$ cat src/design/llne_pkg.sv
// ----------------------------------------------------------------------------
// Login-name line editor: shared types and constants
// Character codes, command classes, result codes and the structs passed
// between the front end, the command queue and the back end.
// ----------------------------------------------------------------------------
package llne_pkg;

   localparam int CH_W      = 7;
   localparam int BYTE_W    = 8;
   localparam int KIND_W    = 2;
   localparam int OUTC_W    = 2;
   localparam int LEN_W     = 5;
   localparam int CLS_W     = 3;
   localparam int CSR_IDX_W = 1;

   // Character codes
   localparam logic [CH_W-1:0] CH_NUL       = 7'h00;
   localparam logic [CH_W-1:0] CH_EOT       = 7'h04;
   localparam logic [CH_W-1:0] CH_LF        = 7'h0A;
   localparam logic [CH_W-1:0] CH_CR        = 7'h0D;
   localparam logic [CH_W-1:0] CH_UPPER_A   = 7'h41;
   localparam logic [CH_W-1:0] CH_UPPER_Z   = 7'h5A;
   localparam logic [CH_W-1:0] CH_LOWER_A   = 7'h61;
   localparam logic [CH_W-1:0] CH_LOWER_Z   = 7'h7A;
   localparam logic [CH_W-1:0] CASE_OFFSET  = 7'h20;
   localparam logic [CH_W-1:0] ERASE_RESET  = 7'h08;
   localparam logic [CH_W-1:0] KILL_RESET   = 7'h40;

   // Configuration register indexes
   localparam logic [CSR_IDX_W-1:0] CSR_ERASE = 1'd0;
   localparam logic [CSR_IDX_W-1:0] CSR_KILL  = 1'd1;

   // Command classes decided by the front end
   localparam logic [CLS_W-1:0] CLS_PLAIN  = 3'd0;
   localparam logic [CLS_W-1:0] CLS_BREAK  = 3'd1;
   localparam logic [CLS_W-1:0] CLS_HANGUP = 3'd2;
   localparam logic [CLS_W-1:0] CLS_EOL    = 3'd3;
   localparam logic [CLS_W-1:0] CLS_LOWER  = 3'd4;
   localparam logic [CLS_W-1:0] CLS_UPPER  = 3'd5;
   localparam logic [CLS_W-1:0] CLS_ERASE  = 3'd6;
   localparam logic [CLS_W-1:0] CLS_KILL   = 3'd7;

   // Result item kinds
   localparam logic [KIND_W-1:0] KIND_ECHO    = 2'd0;
   localparam logic [KIND_W-1:0] KIND_NAME    = 2'd1;
   localparam logic [KIND_W-1:0] KIND_OUTCOME = 2'd2;

   // Outcome codes
   localparam logic [OUTC_W-1:0] OUTC_ACCEPT = 2'd0;
   localparam logic [OUTC_W-1:0] OUTC_RETRY  = 2'd1;
   localparam logic [OUTC_W-1:0] OUTC_BREAK  = 2'd2;
   localparam logic [OUTC_W-1:0] OUTC_HANGUP = 2'd3;

   typedef struct packed {
      logic [CLS_W-1:0]  cls;
      logic [CH_W-1:0]   ch;
      logic [BYTE_W-1:0] echo;
      logic              is_cr;
   } cmd_type;

   typedef struct packed {
      logic [KIND_W-1:0] item_kind;
      logic [BYTE_W-1:0] out_byte;
      logic [OUTC_W-1:0] outcome;
      logic [LEN_W-1:0]  name_length;
      logic              cr_mode;
      logic              lowercase_terminal;
      logic              last_of_run;
   } rsp_type;

   // Seven-bit character with an even parity bit in bit 7.
   function automatic logic [BYTE_W-1:0] with_parity(input logic [CH_W-1:0] c);
      return {^c, c};
   endfunction

endpackage

$ cat src/design/llne_ifs.sv
// ----------------------------------------------------------------------------
// Login-name line editor: channel interfaces
// Valid/ready channels for received bytes and for result items.
// ----------------------------------------------------------------------------
interface llne_req_if;
   logic                      valid;
   logic                      ready;
   logic [llne_pkg::BYTE_W-1:0] received_byte;

   modport source (output valid, output received_byte, input ready);
   modport sink   (input valid, input received_byte, output ready);
endinterface

interface llne_rsp_if;
   logic                        valid;
   logic                        ready;
   logic [llne_pkg::KIND_W-1:0] item_kind;
   logic [llne_pkg::BYTE_W-1:0] out_byte;
   logic [llne_pkg::OUTC_W-1:0] outcome;
   logic [llne_pkg::LEN_W-1:0]  name_length;
   logic                        cr_mode;
   logic                        lowercase_terminal;
   logic                        last_of_run;

   modport source (output valid, output item_kind, output out_byte, output outcome,
                   output name_length, output cr_mode, output lowercase_terminal,
                   output last_of_run, input ready);
   modport sink   (input valid, input item_kind, input out_byte, input outcome,
                   input name_length, input cr_mode, input lowercase_terminal,
                   input last_of_run, output ready);
endinterface

$ cat src/design/llne_front.sv
// ----------------------------------------------------------------------------
// Login-name line editor: front end
// Holds the erase and kill registers, accepts received bytes and classifies
// each one into a command for the back end.
// ----------------------------------------------------------------------------
module llne_front (
   input  logic                             clock,
   input  logic                             reset,
   input  logic                             csr_wr_en,
   input  logic [llne_pkg::CSR_IDX_W-1:0]   csr_index,
   input  logic [llne_pkg::CH_W-1:0]        csr_wdata,
   llne_req_if.sink                         req_ch,
   output logic                             cmd_valid,
   input  logic                             cmd_ready,
   output llne_pkg::cmd_type                cmd
);

   logic [llne_pkg::CH_W-1:0] erase_ff, erase_in;
   logic [llne_pkg::CH_W-1:0] kill_ff, kill_in;
   logic                      hold_vld_ff, hold_vld_in;
   llne_pkg::cmd_type         hold_cmd_ff, hold_cmd_in;
   llne_pkg::cmd_type         cls_cmd;
   logic [llne_pkg::CH_W-1:0] c;
   logic                      take;

   assign c    = req_ch.received_byte[llne_pkg::CH_W-1:0];
   assign take = req_ch.valid && req_ch.ready;

   // Letters take precedence over the erase and kill characters.
   always_comb begin
      cls_cmd.cls   = llne_pkg::CLS_PLAIN;
      cls_cmd.ch    = c;
      cls_cmd.echo  = llne_pkg::with_parity(c);
      cls_cmd.is_cr = (c == llne_pkg::CH_CR);
      if (c == llne_pkg::CH_NUL) begin
         cls_cmd.cls = llne_pkg::CLS_BREAK;
      end else if (c == llne_pkg::CH_EOT) begin
         cls_cmd.cls = llne_pkg::CLS_HANGUP;
      end else if (c == llne_pkg::CH_CR || c == llne_pkg::CH_LF) begin
         cls_cmd.cls = llne_pkg::CLS_EOL;
      end else if (c >= llne_pkg::CH_LOWER_A && c <= llne_pkg::CH_LOWER_Z) begin
         cls_cmd.cls = llne_pkg::CLS_LOWER;
      end else if (c >= llne_pkg::CH_UPPER_A && c <= llne_pkg::CH_UPPER_Z) begin
         cls_cmd.cls = llne_pkg::CLS_UPPER;
         cls_cmd.ch  = c + llne_pkg::CASE_OFFSET;
      end else if (c == erase_ff) begin
         cls_cmd.cls = llne_pkg::CLS_ERASE;
      end else if (c == kill_ff) begin
         cls_cmd.cls = llne_pkg::CLS_KILL;
      end
   end

   always_comb begin
      erase_in    = erase_ff;
      kill_in     = kill_ff;
      hold_vld_in = hold_vld_ff;
      hold_cmd_in = hold_cmd_ff;
      if (csr_wr_en) begin
         case (csr_index)
            llne_pkg::CSR_ERASE: erase_in = csr_wdata;
            llne_pkg::CSR_KILL:  kill_in  = csr_wdata;
            default: ;
         endcase
      end
      if (hold_vld_ff && cmd_ready) begin
         hold_vld_in = 1'b0;
      end
      if (take) begin
         hold_vld_in = 1'b1;
         hold_cmd_in = cls_cmd;
      end
   end

   always_ff @(posedge clock) begin
      if (reset) begin
         erase_ff    <= llne_pkg::ERASE_RESET;
         kill_ff     <= llne_pkg::KILL_RESET;
         hold_vld_ff <= 1'b0;
      end else begin
         erase_ff    <= erase_in;
         kill_ff     <= kill_in;
         hold_vld_ff <= hold_vld_in;
      end
      hold_cmd_ff <= hold_cmd_in;
   end

   assign req_ch.ready = !hold_vld_ff || cmd_ready;
   assign cmd_valid    = hold_vld_ff;
   assign cmd          = hold_cmd_ff;

endmodule

$ cat src/design/llne_fifo.sv
// ----------------------------------------------------------------------------
// Login-name line editor: command queue
// Two-entry queue of classified commands between the front and back ends.
// ----------------------------------------------------------------------------
module llne_fifo (
   input  logic              clock,
   input  logic              reset,
   input  logic              push_valid,
   output logic              push_ready,
   input  llne_pkg::cmd_type push_cmd,
   output logic              pop_valid,
   input  logic              pop,
   output llne_pkg::cmd_type pop_cmd
);

   llne_pkg::cmd_type entries_ff [2];
   logic              wr_ptr_ff, wr_ptr_in;
   logic              rd_ptr_ff, rd_ptr_in;
   logic [1:0]        count_ff, count_in;
   logic              do_push, do_pop;

   assign push_ready = (count_ff != 2'd2);
   assign pop_valid  = (count_ff != 2'd0);
   assign pop_cmd    = entries_ff[rd_ptr_ff];
   assign do_push    = push_valid && push_ready;
   assign do_pop     = pop && pop_valid;

   always_comb begin
      wr_ptr_in = do_push ? !wr_ptr_ff : wr_ptr_ff;
      rd_ptr_in = do_pop ? !rd_ptr_ff : rd_ptr_ff;
      count_in  = count_ff;
      if (do_push && !do_pop) begin
         count_in = count_ff + 2'd1;
      end else if (do_pop && !do_push) begin
         count_in = count_ff - 2'd1;
      end
   end

   always_ff @(posedge clock) begin
      if (reset) begin
         wr_ptr_ff <= 1'b0;
         rd_ptr_ff <= 1'b0;
         count_ff  <= 2'd0;
      end else begin
         wr_ptr_ff <= wr_ptr_in;
         rd_ptr_ff <= rd_ptr_in;
         count_ff  <= count_in;
      end
      if (do_push) begin
         entries_ff[wr_ptr_ff] <= push_cmd;
      end
   end

endmodule

$ cat src/design/llne_back.sv
// ----------------------------------------------------------------------------
// Login-name line editor: back end
// Carries out commands against the name store and the letter flags, and
// produces result items through a registered output stage.
// ----------------------------------------------------------------------------
module llne_back #(
   parameter int NAME_CAPACITY = 16
) (
   input  logic              clock,
   input  logic              reset,
   input  logic              q_valid,
   input  llne_pkg::cmd_type q_cmd,
   output logic              q_pop,
   llne_rsp_if.source        rsp_ch
);

   localparam int CNT_W = $clog2(NAME_CAPACITY + 1);
   localparam int IDX_W = (NAME_CAPACITY > 1) ? $clog2(NAME_CAPACITY) : 1;
   localparam logic [CNT_W-1:0] CAP_CNT = CNT_W'(NAME_CAPACITY);
   localparam logic [CNT_W-1:0] CNT_ONE = CNT_W'(1);

   localparam logic [2:0] ST_IDLE    = 3'd0;
   localparam logic [2:0] ST_NAME    = 3'd1;
   localparam logic [2:0] ST_OUTCOME = 3'd2;
   localparam logic [2:0] ST_KILL_CR = 3'd3;
   localparam logic [2:0] ST_KILL_LF = 3'd4;

   logic [llne_pkg::CH_W-1:0] store_mem [NAME_CAPACITY];
   logic [llne_pkg::CH_W-1:0] rd_data_ff;
   logic [IDX_W-1:0]          rd_addr;
   logic                      wr_en;

   logic [2:0]       state_ff, state_in;
   logic [CNT_W-1:0] fill_ff, fill_in;
   logic [CNT_W-1:0] emit_ff, emit_in;
   logic             saw_upper_ff, saw_upper_in;
   logic             saw_lower_ff, saw_lower_in;
   logic             cr_ff, cr_in;
   logic             rsp_vld_ff, rsp_vld_in;
   llne_pkg::rsp_type rsp_ff, rsp_in;
   llne_pkg::rsp_type item;
   logic             load, adv;
   logic [CNT_W+llne_pkg::LEN_W-1:0] len_ext;

   assign adv     = !rsp_vld_ff || rsp_ch.ready;
   assign len_ext = {{llne_pkg::LEN_W{1'b0}}, fill_ff};

   always_comb begin
      state_in     = state_ff;
      fill_in      = fill_ff;
      emit_in      = emit_ff;
      saw_upper_in = saw_upper_ff;
      saw_lower_in = saw_lower_ff;
      cr_in        = cr_ff;
      load         = 1'b0;
      q_pop        = 1'b0;
      wr_en        = 1'b0;
      rd_addr      = emit_ff[IDX_W-1:0];
      item         = '0;
      case (state_ff)
         ST_IDLE: begin
            if (q_valid && adv) begin
               q_pop = 1'b1;
               if (q_cmd.cls == llne_pkg::CLS_BREAK || q_cmd.cls == llne_pkg::CLS_HANGUP) begin
                  load           = 1'b1;
                  item.item_kind = llne_pkg::KIND_OUTCOME;
                  item.outcome   = (q_cmd.cls == llne_pkg::CLS_BREAK) ?
                                   llne_pkg::OUTC_BREAK : llne_pkg::OUTC_HANGUP;
                  item.last_of_run = 1'b1;
                  fill_in      = '0;
                  saw_upper_in = 1'b0;
                  saw_lower_in = 1'b0;
               end else if (q_cmd.cls == llne_pkg::CLS_EOL || fill_ff >= CAP_CNT) begin
                  // The first store read is issued now so that its data is
                  // ready when the name walk starts.
                  cr_in    = q_cmd.is_cr;
                  emit_in  = '0;
                  rd_addr  = '0;
                  state_in = (fill_ff == '0) ? ST_OUTCOME : ST_NAME;
               end else begin
                  load             = 1'b1;
                  item.item_kind   = llne_pkg::KIND_ECHO;
                  item.out_byte    = q_cmd.echo;
                  item.last_of_run = 1'b1;
                  if (q_cmd.cls == llne_pkg::CLS_ERASE) begin
                     if (fill_ff != '0) begin
                        fill_in = fill_ff - CNT_ONE;
                     end
                  end else if (q_cmd.cls == llne_pkg::CLS_KILL) begin
                     fill_in          = '0;
                     item.last_of_run = 1'b0;
                     state_in         = ST_KILL_CR;
                  end else begin
                     if (q_cmd.cls == llne_pkg::CLS_LOWER) begin
                        saw_lower_in = 1'b1;
                     end
                     if (q_cmd.cls == llne_pkg::CLS_UPPER) begin
                        saw_upper_in = 1'b1;
                     end
                     wr_en   = 1'b1;
                     fill_in = fill_ff + CNT_ONE;
                  end
               end
            end
         end
         ST_NAME: begin
            if (adv) begin
               load           = 1'b1;
               item.item_kind = llne_pkg::KIND_NAME;
               item.out_byte  = {1'b0, rd_data_ff};
               emit_in        = emit_ff + CNT_ONE;
               rd_addr        = emit_in[IDX_W-1:0];
               if (emit_in == fill_ff) begin
                  state_in = ST_OUTCOME;
               end
            end
         end
         ST_OUTCOME: begin
            if (adv) begin
               load                    = 1'b1;
               item.item_kind          = llne_pkg::KIND_OUTCOME;
               item.outcome            = (saw_upper_ff || saw_lower_ff) ?
                                         llne_pkg::OUTC_ACCEPT : llne_pkg::OUTC_RETRY;
               item.name_length        = len_ext[llne_pkg::LEN_W-1:0];
               item.cr_mode            = cr_ff;
               item.lowercase_terminal = saw_upper_ff && !saw_lower_ff;
               item.last_of_run        = 1'b1;
               fill_in      = '0;
               saw_upper_in = 1'b0;
               saw_lower_in = 1'b0;
               state_in     = ST_IDLE;
            end
         end
         ST_KILL_CR: begin
            if (adv) begin
               load           = 1'b1;
               item.item_kind = llne_pkg::KIND_ECHO;
               item.out_byte  = llne_pkg::with_parity(llne_pkg::CH_CR);
               state_in       = ST_KILL_LF;
            end
         end
         ST_KILL_LF: begin
            if (adv) begin
               load             = 1'b1;
               item.item_kind   = llne_pkg::KIND_ECHO;
               item.out_byte    = llne_pkg::with_parity(llne_pkg::CH_LF);
               item.last_of_run = 1'b1;
               state_in         = ST_IDLE;
            end
         end
         default: begin
            state_in = ST_IDLE;
         end
      endcase
   end

   always_comb begin
      rsp_vld_in = rsp_vld_ff;
      rsp_in     = rsp_ff;
      if (rsp_vld_ff && rsp_ch.ready) begin
         rsp_vld_in = 1'b0;
      end
      if (load) begin
         rsp_vld_in = 1'b1;
         rsp_in     = item;
      end
   end

   always_ff @(posedge clock) begin
      if (wr_en) begin
         store_mem[fill_ff[IDX_W-1:0]] <= q_cmd.ch;
      end
      rd_data_ff <= store_mem[rd_addr];
   end

   always_ff @(posedge clock) begin
      if (reset) begin
         state_ff     <= ST_IDLE;
         fill_ff      <= '0;
         saw_upper_ff <= 1'b0;
         saw_lower_ff <= 1'b0;
         rsp_vld_ff   <= 1'b0;
      end else begin
         state_ff     <= state_in;
         fill_ff      <= fill_in;
         saw_upper_ff <= saw_upper_in;
         saw_lower_ff <= saw_lower_in;
         rsp_vld_ff   <= rsp_vld_in;
      end
      emit_ff <= emit_in;
      cr_ff   <= cr_in;
      rsp_ff  <= rsp_in;
   end

   assign rsp_ch.valid              = rsp_vld_ff;
   assign rsp_ch.item_kind          = rsp_ff.item_kind;
   assign rsp_ch.out_byte           = rsp_ff.out_byte;
   assign rsp_ch.outcome            = rsp_ff.outcome;
   assign rsp_ch.name_length        = rsp_ff.name_length;
   assign rsp_ch.cr_mode            = rsp_ff.cr_mode;
   assign rsp_ch.lowercase_terminal = rsp_ff.lowercase_terminal;
   assign rsp_ch.last_of_run        = rsp_ff.last_of_run;

   a_fill_within_capacity: assert property (@(posedge clock) disable iff (reset)
      fill_ff <= CAP_CNT)
      else $error("fill count beyond name capacity");

   a_walk_within_fill: assert property (@(posedge clock) disable iff (reset)
      state_ff == ST_NAME |-> emit_ff < fill_ff)
      else $error("name walk past the stored characters");

   a_clear_after_outcome: assert property (@(posedge clock) disable iff (reset)
      (load && item.item_kind == llne_pkg::KIND_OUTCOME)
      |=> (fill_ff == '0 && !saw_upper_ff && !saw_lower_ff))
      else $error("state not cleared after an outcome item");

   a_pop_only_idle: assert property (@(posedge clock) disable iff (reset)
      q_pop |-> (state_ff == ST_IDLE && q_valid))
      else $error("command taken while a run is in progress");

endmodule

$ cat src/design/login_name_line_editor_core.sv
// ----------------------------------------------------------------------------
// Login-name line editor core
// Echoes and edits received terminal bytes and collects a login name.
// ----------------------------------------------------------------------------
// Each received byte produces its result items at one item per cycle while
// the result channel is ready, once the back end reaches it: an ordinary
// character or an erase gives one echo item, a kill three items, a break or
// hangup one outcome item, and an end of name a step to start the name store
// read, one name item per stored character and one outcome item, so at most
// NAME_CAPACITY name items. The back end works through one command at a time
// and reads the name store through a single registered read port; a two-entry
// command queue lets bytes keep arriving while a run is emitted.
module login_name_line_editor_core #(
   parameter int NAME_CAPACITY = 16
) (
   input  logic                           clock,
   input  logic                           reset,
   input  logic                           csr_wr_en,
   input  logic [llne_pkg::CSR_IDX_W-1:0] csr_index,
   input  logic [llne_pkg::CH_W-1:0]      csr_wdata,
   llne_req_if.sink                       req_ch,
   llne_rsp_if.source                     rsp_ch
);

   logic              fr_valid, fr_ready;
   llne_pkg::cmd_type fr_cmd;
   logic              q_valid, q_pop;
   llne_pkg::cmd_type q_cmd;

   llne_front u_front (
      .clock     (clock),
      .reset     (reset),
      .csr_wr_en (csr_wr_en),
      .csr_index (csr_index),
      .csr_wdata (csr_wdata),
      .req_ch    (req_ch),
      .cmd_valid (fr_valid),
      .cmd_ready (fr_ready),
      .cmd       (fr_cmd)
   );

   llne_fifo u_fifo (
      .clock      (clock),
      .reset      (reset),
      .push_valid (fr_valid),
      .push_ready (fr_ready),
      .push_cmd   (fr_cmd),
      .pop_valid  (q_valid),
      .pop        (q_pop),
      .pop_cmd    (q_cmd)
   );

   llne_back #(
      .NAME_CAPACITY (NAME_CAPACITY)
   ) u_back (
      .clock   (clock),
      .reset   (reset),
      .q_valid (q_valid),
      .q_cmd   (q_cmd),
      .q_pop   (q_pop),
      .rsp_ch  (rsp_ch)
   );

endmodule

$ cat src/flat_wrapper.sv
// flat-port wrapper written by rule: the top's interface ports become plain ports
module login_name_line_editor_core_flat 
#(
   parameter int NAME_CAPACITY = 16
)
  (clock, reset, csr_wr_en, csr_index, csr_wdata, req_ch_valid, req_ch_received_byte, req_ch_ready, rsp_ch_valid, rsp_ch_item_kind, rsp_ch_out_byte, rsp_ch_outcome, rsp_ch_name_length, rsp_ch_cr_mode, rsp_ch_lowercase_terminal, rsp_ch_last_of_run, rsp_ch_ready);
  llne_req_if req_ch_i ();
  llne_rsp_if rsp_ch_i ();
  input  logic clock;
  input  logic reset;
  input  logic csr_wr_en;
  input  logic [llne_pkg::CSR_IDX_W-1:0] csr_index;
  input  logic [llne_pkg::CH_W-1:0] csr_wdata;
  input wire logic [$bits(req_ch_i.valid)-1:0] req_ch_valid;
  input wire logic [$bits(req_ch_i.received_byte)-1:0] req_ch_received_byte;
  output wire logic [$bits(req_ch_i.ready)-1:0] req_ch_ready;
  output wire logic [$bits(rsp_ch_i.valid)-1:0] rsp_ch_valid;
  output wire logic [$bits(rsp_ch_i.item_kind)-1:0] rsp_ch_item_kind;
  output wire logic [$bits(rsp_ch_i.out_byte)-1:0] rsp_ch_out_byte;
  output wire logic [$bits(rsp_ch_i.outcome)-1:0] rsp_ch_outcome;
  output wire logic [$bits(rsp_ch_i.name_length)-1:0] rsp_ch_name_length;
  output wire logic [$bits(rsp_ch_i.cr_mode)-1:0] rsp_ch_cr_mode;
  output wire logic [$bits(rsp_ch_i.lowercase_terminal)-1:0] rsp_ch_lowercase_terminal;
  output wire logic [$bits(rsp_ch_i.last_of_run)-1:0] rsp_ch_last_of_run;
  input wire logic [$bits(rsp_ch_i.ready)-1:0] rsp_ch_ready;
  assign req_ch_i.valid = req_ch_valid;
  assign req_ch_i.received_byte = req_ch_received_byte;
  assign req_ch_ready = req_ch_i.ready;
  assign rsp_ch_valid = rsp_ch_i.valid;
  assign rsp_ch_item_kind = rsp_ch_i.item_kind;
  assign rsp_ch_out_byte = rsp_ch_i.out_byte;
  assign rsp_ch_outcome = rsp_ch_i.outcome;
  assign rsp_ch_name_length = rsp_ch_i.name_length;
  assign rsp_ch_cr_mode = rsp_ch_i.cr_mode;
  assign rsp_ch_lowercase_terminal = rsp_ch_i.lowercase_terminal;
  assign rsp_ch_last_of_run = rsp_ch_i.last_of_run;
  assign rsp_ch_i.ready = rsp_ch_ready;
  login_name_line_editor_core #(.NAME_CAPACITY(NAME_CAPACITY)) u_core (.clock(clock), .reset(reset), .csr_wr_en(csr_wr_en), .csr_index(csr_index), .csr_wdata(csr_wdata), .req_ch(req_ch_i), .rsp_ch(rsp_ch_i));
endmodule
$ cat config.mk
export PLATFORM = sky130hd
export DESIGN_NAME = login_name_line_editor_core_flat
export DESIGN_NICKNAME = d
export VERILOG_FILES = /design/src/design/llne_pkg.sv /design/src/design/llne_ifs.sv /design/src/design/llne_front.sv /design/src/design/llne_fifo.sv /design/src/design/llne_back.sv /design/src/design/login_name_line_editor_core.sv /design/src/flat_wrapper.sv
export SDC_FILE = /design/constraint.sdc
export NUM_CORES = 1
export LEC_CHECK = 0
export BUFFER_PORTS_ARGS = -buffer_cell sky130_fd_sc_hd__buf_2
export CAP_MARGIN = 15
export CORE_MARGIN = 4
export CORE_UTILIZATION = 60
export DETAILED_ROUTE_END_ITERATION = 8
export PLACE_DENSITY = 0.78
export SYNTH_ARGS = -nofsm -noshare
export SYNTH_HDL_FRONTEND = slang
export SYNTH_SLANG_ARGS = --single-unit
export TNS_END_PERCENT = 20
$ cat constraint.sdc
create_clock -name clock -period 3.7 [get_ports clock]
set_input_delay 0.37 -clock clock [delete_from_list [all_inputs] [get_ports clock]]
set_output_delay 0.37 -clock clock [all_outputs]
set_load 0.005 [all_outputs]
==> results.ini <==
[run_status]
status=finished clean

[power_and_ir_drop]
p_sw_frac=0.375
p_int_uw=5620
power_density_nw_per_um2=769
seqPwrFrac=0.380
ir_worst_vdd_uv=618
clock_power_share=0.238
power_frac_comb=0.383
p_leak_uw=0.00435
switchingPower_uw=3370

[yosys]
netlist_area_um2=10600
yosysSeqAreaShare=0.581
ys_types=74
ys_ff_latch=218
synth_edf_count=180
syn-num-nets=968
synth_cells=929
yosys_warnings=0
async_reset_ff_frac=0
synthFlopType=edfxtp_1
syn_avg_cell_area_um2=11.4

[die]
die_y_um=141
start_util=0.614
core_area_um2=17300
fp-row-count=48
die-area_um2=19900
ios=43
chipWidth_um=141

[clock_tree]
clock-sinks=218
insertion_delay_ns=0.52
ctsHoldBuffers=0
ctsResizeCount=0
postCtsSetupRepairBufs=0
root_buffer=clkbuf_16
numCtsBuffers=23
clk_pin_slew_worst_paths_ns=0.06
clock_path_buffers=3
cts_tree=built
h-tree-depth=1

[sta]
finClkSkew_ns=0.0162
clock.fmax_mhz=314
grt_setup_unrepaired=no
finalSetupViolCount=0
fin_crit_ns=3.18
slew_violations=0
fin_crit_sh=0.860
fin_ws_ns=0.517
worst_pin_slew_ns=0.915
relSlewSlack=0.390
final-hold-violation-count=0
tns_ns=0

[final_layout]
fillerInstances=1228
diodes=0
stdcell_count=1198
layout_commonest_cell=edfxtp_1
drive_gt1_frac=0.164
fin_nets=995
area_delta_synth_final_pct=10.2
final_cell_mix=edfxtp_1, nand2_1, nor2_1
final_area_um2=11700

[global_routing]
grt_max_degree=90
grt_usage=0.246
grt-ovfl-total=0
antenna_found_initial=0
grt_pass1_vias=7153
grt_pass1_wl_um=38800

[drt]
first_iter_violations=824
routed_via_density=6.39
wl_um=24600
drc_errors=0
ant_nets=0
drtPass1Iterations=5
wire_per_inst_um=20.5
num_vias=7660

[worst_setup_path]
crit_path_max_fanout=45
cp.arrival_ns=3.59
cp-start-kind=flop
worstSetupEndpointType=flop
r2r_cells=9
required_ns=4.11
critPathKind=flop to flop

[job]
cap_violations=0

[worst_hold_path]
hp-class=input port to flop
whs_path_depth=3

[placement]
place_ws_ns=0.413
dp.cells=1155
place.gp.congestion=0.856
port_buffers=41
placed_cell_area_um2=11000
place_hpwl_um=16000

[synthesized netlist by cell type (16+ instances only)]
cell type	count	area [um^2]
a211oi_1	30	225
a21oi_1	46	230
a31oi_1	18	113
and3_1	22	138
clkbuf_1	42	158
dfxtp_1	38	761
edfxtp_1	180	5410
ha_1	18	225
inv_1	45	169
mux2_2	17	191
nand2_1	102	383
nand3_1	21	105
nor2_1	73	274
nor3_1	17	85.1
o21ai_0	16	80.1
o221a_2	20	225
xor2_1	19	166
[logic make-up (layout without fill, tap and decap cells)]
kind of cell,Yosys count,count (layout),share of synthesized area
AND/OR/NAND/NOR,288,288,0.128
AO/OA/AOI/OAI,238,238,0.173
flip-flops,218,218,0.581
buffers and inverters,105,149,0.0404
XOR/XNOR,32,32,0.0264
multiplexers,30,30,0.0303
adder cells (fa/ha/maj),18,18,0.0212
[sequential cells by signal (all words and copies together), names as in the netlist, 2 cells and up, named ones only]
signal	cells
u_core.u_back.emit_ff	5
u_core.u_back.fill_ff	5
u_core.u_back.rd_data_ff	7
u_core.u_back.rsp_ch.item_kind	2
u_core.u_back.rsp_ch.name_length	5
u_core.u_back.rsp_ch.out_byte	8
u_core.u_back.rsp_ch.outcome	2
u_core.u_back.state_ff	3
u_core.u_back.store_mem	112
u_core.u_fifo.count_ff	2
u_core.u_fifo.entries_ff	28
u_core.u_front.cmd	14
u_core.u_front.erase_ff	7
u_core.u_front.kill_ff	7
[power by group through the flow]
stage / Combinational [uW] / Sequential [uW] / Clock (uW)
4_1_cts: 3400 / 3410 / 2150
2_1_floorplan: 2430 / 3380 / 0
3_3_place_gp: 3300 / 3440 / 0
5_1_grt: 3770 / 3440 / 2270
6_report: 3440 / 3420 / 2140
3_5_place_dp: 3380 / 3460 / 0
[metal layers]
layer / GRT usage / share of wire
met1: 0.340 / 0.40
met4: 0.0709 / 0.024
met5: 0 / 0
met2: 0.405 / 0.49
met3: 0.0438 / 0.084
[worst max-delay path: stages, from the launching register on]
cell and delay [ns]:
dfxtp_1 0.50, buf_4 0.29, nand2b_1 0.13, o22a_4 0.31, a31oi_4 0.17, buf_4 0.50, a21o_1 0.55, a21oi_1 0.16
o2bb2ai_1 0.18, o221ai_1 0.25
[final timing paths]
kind,start,endpoint,slack [ns]
worst max register to register,flop,u_core.u_back.rd_data_ff[0],0.52
worst min-delay path,req_ch_valid,u_core.u_front.cmd_valid,0.10
worst max-delay path,flop,u_core.u_back.rd_data_ff[0],0.52
worst min register to register,u_core.u_front.cmd[6],u_core.u_fifo.entries_ff[0][6],0.44
[per-stage QoR]
stage	hold slack, ns	utilization	power, uW
after floorplan	0.421	-	5810
after global routing	0.102	0.677	9480
final	0.101	0.677	9000
after detailed placement	0.434	0.635	6830
after global placement	0.423	0.635	6740
after CTS	0.0882	0.676	8970
[area by class of cell]
type	instances	area, um^2	share of cell area
flip-flops and latches	218	6170	0.527
multi-input cells	606	4030	0.344
clock buffers	33	643	0.0550
repair buffers	60	352	0.0300
well taps	225	282	0.0241
inverters	47	176	0.0151
clock inverters	9	56.3	0.00481
Power figures use the tool's default switching activity.
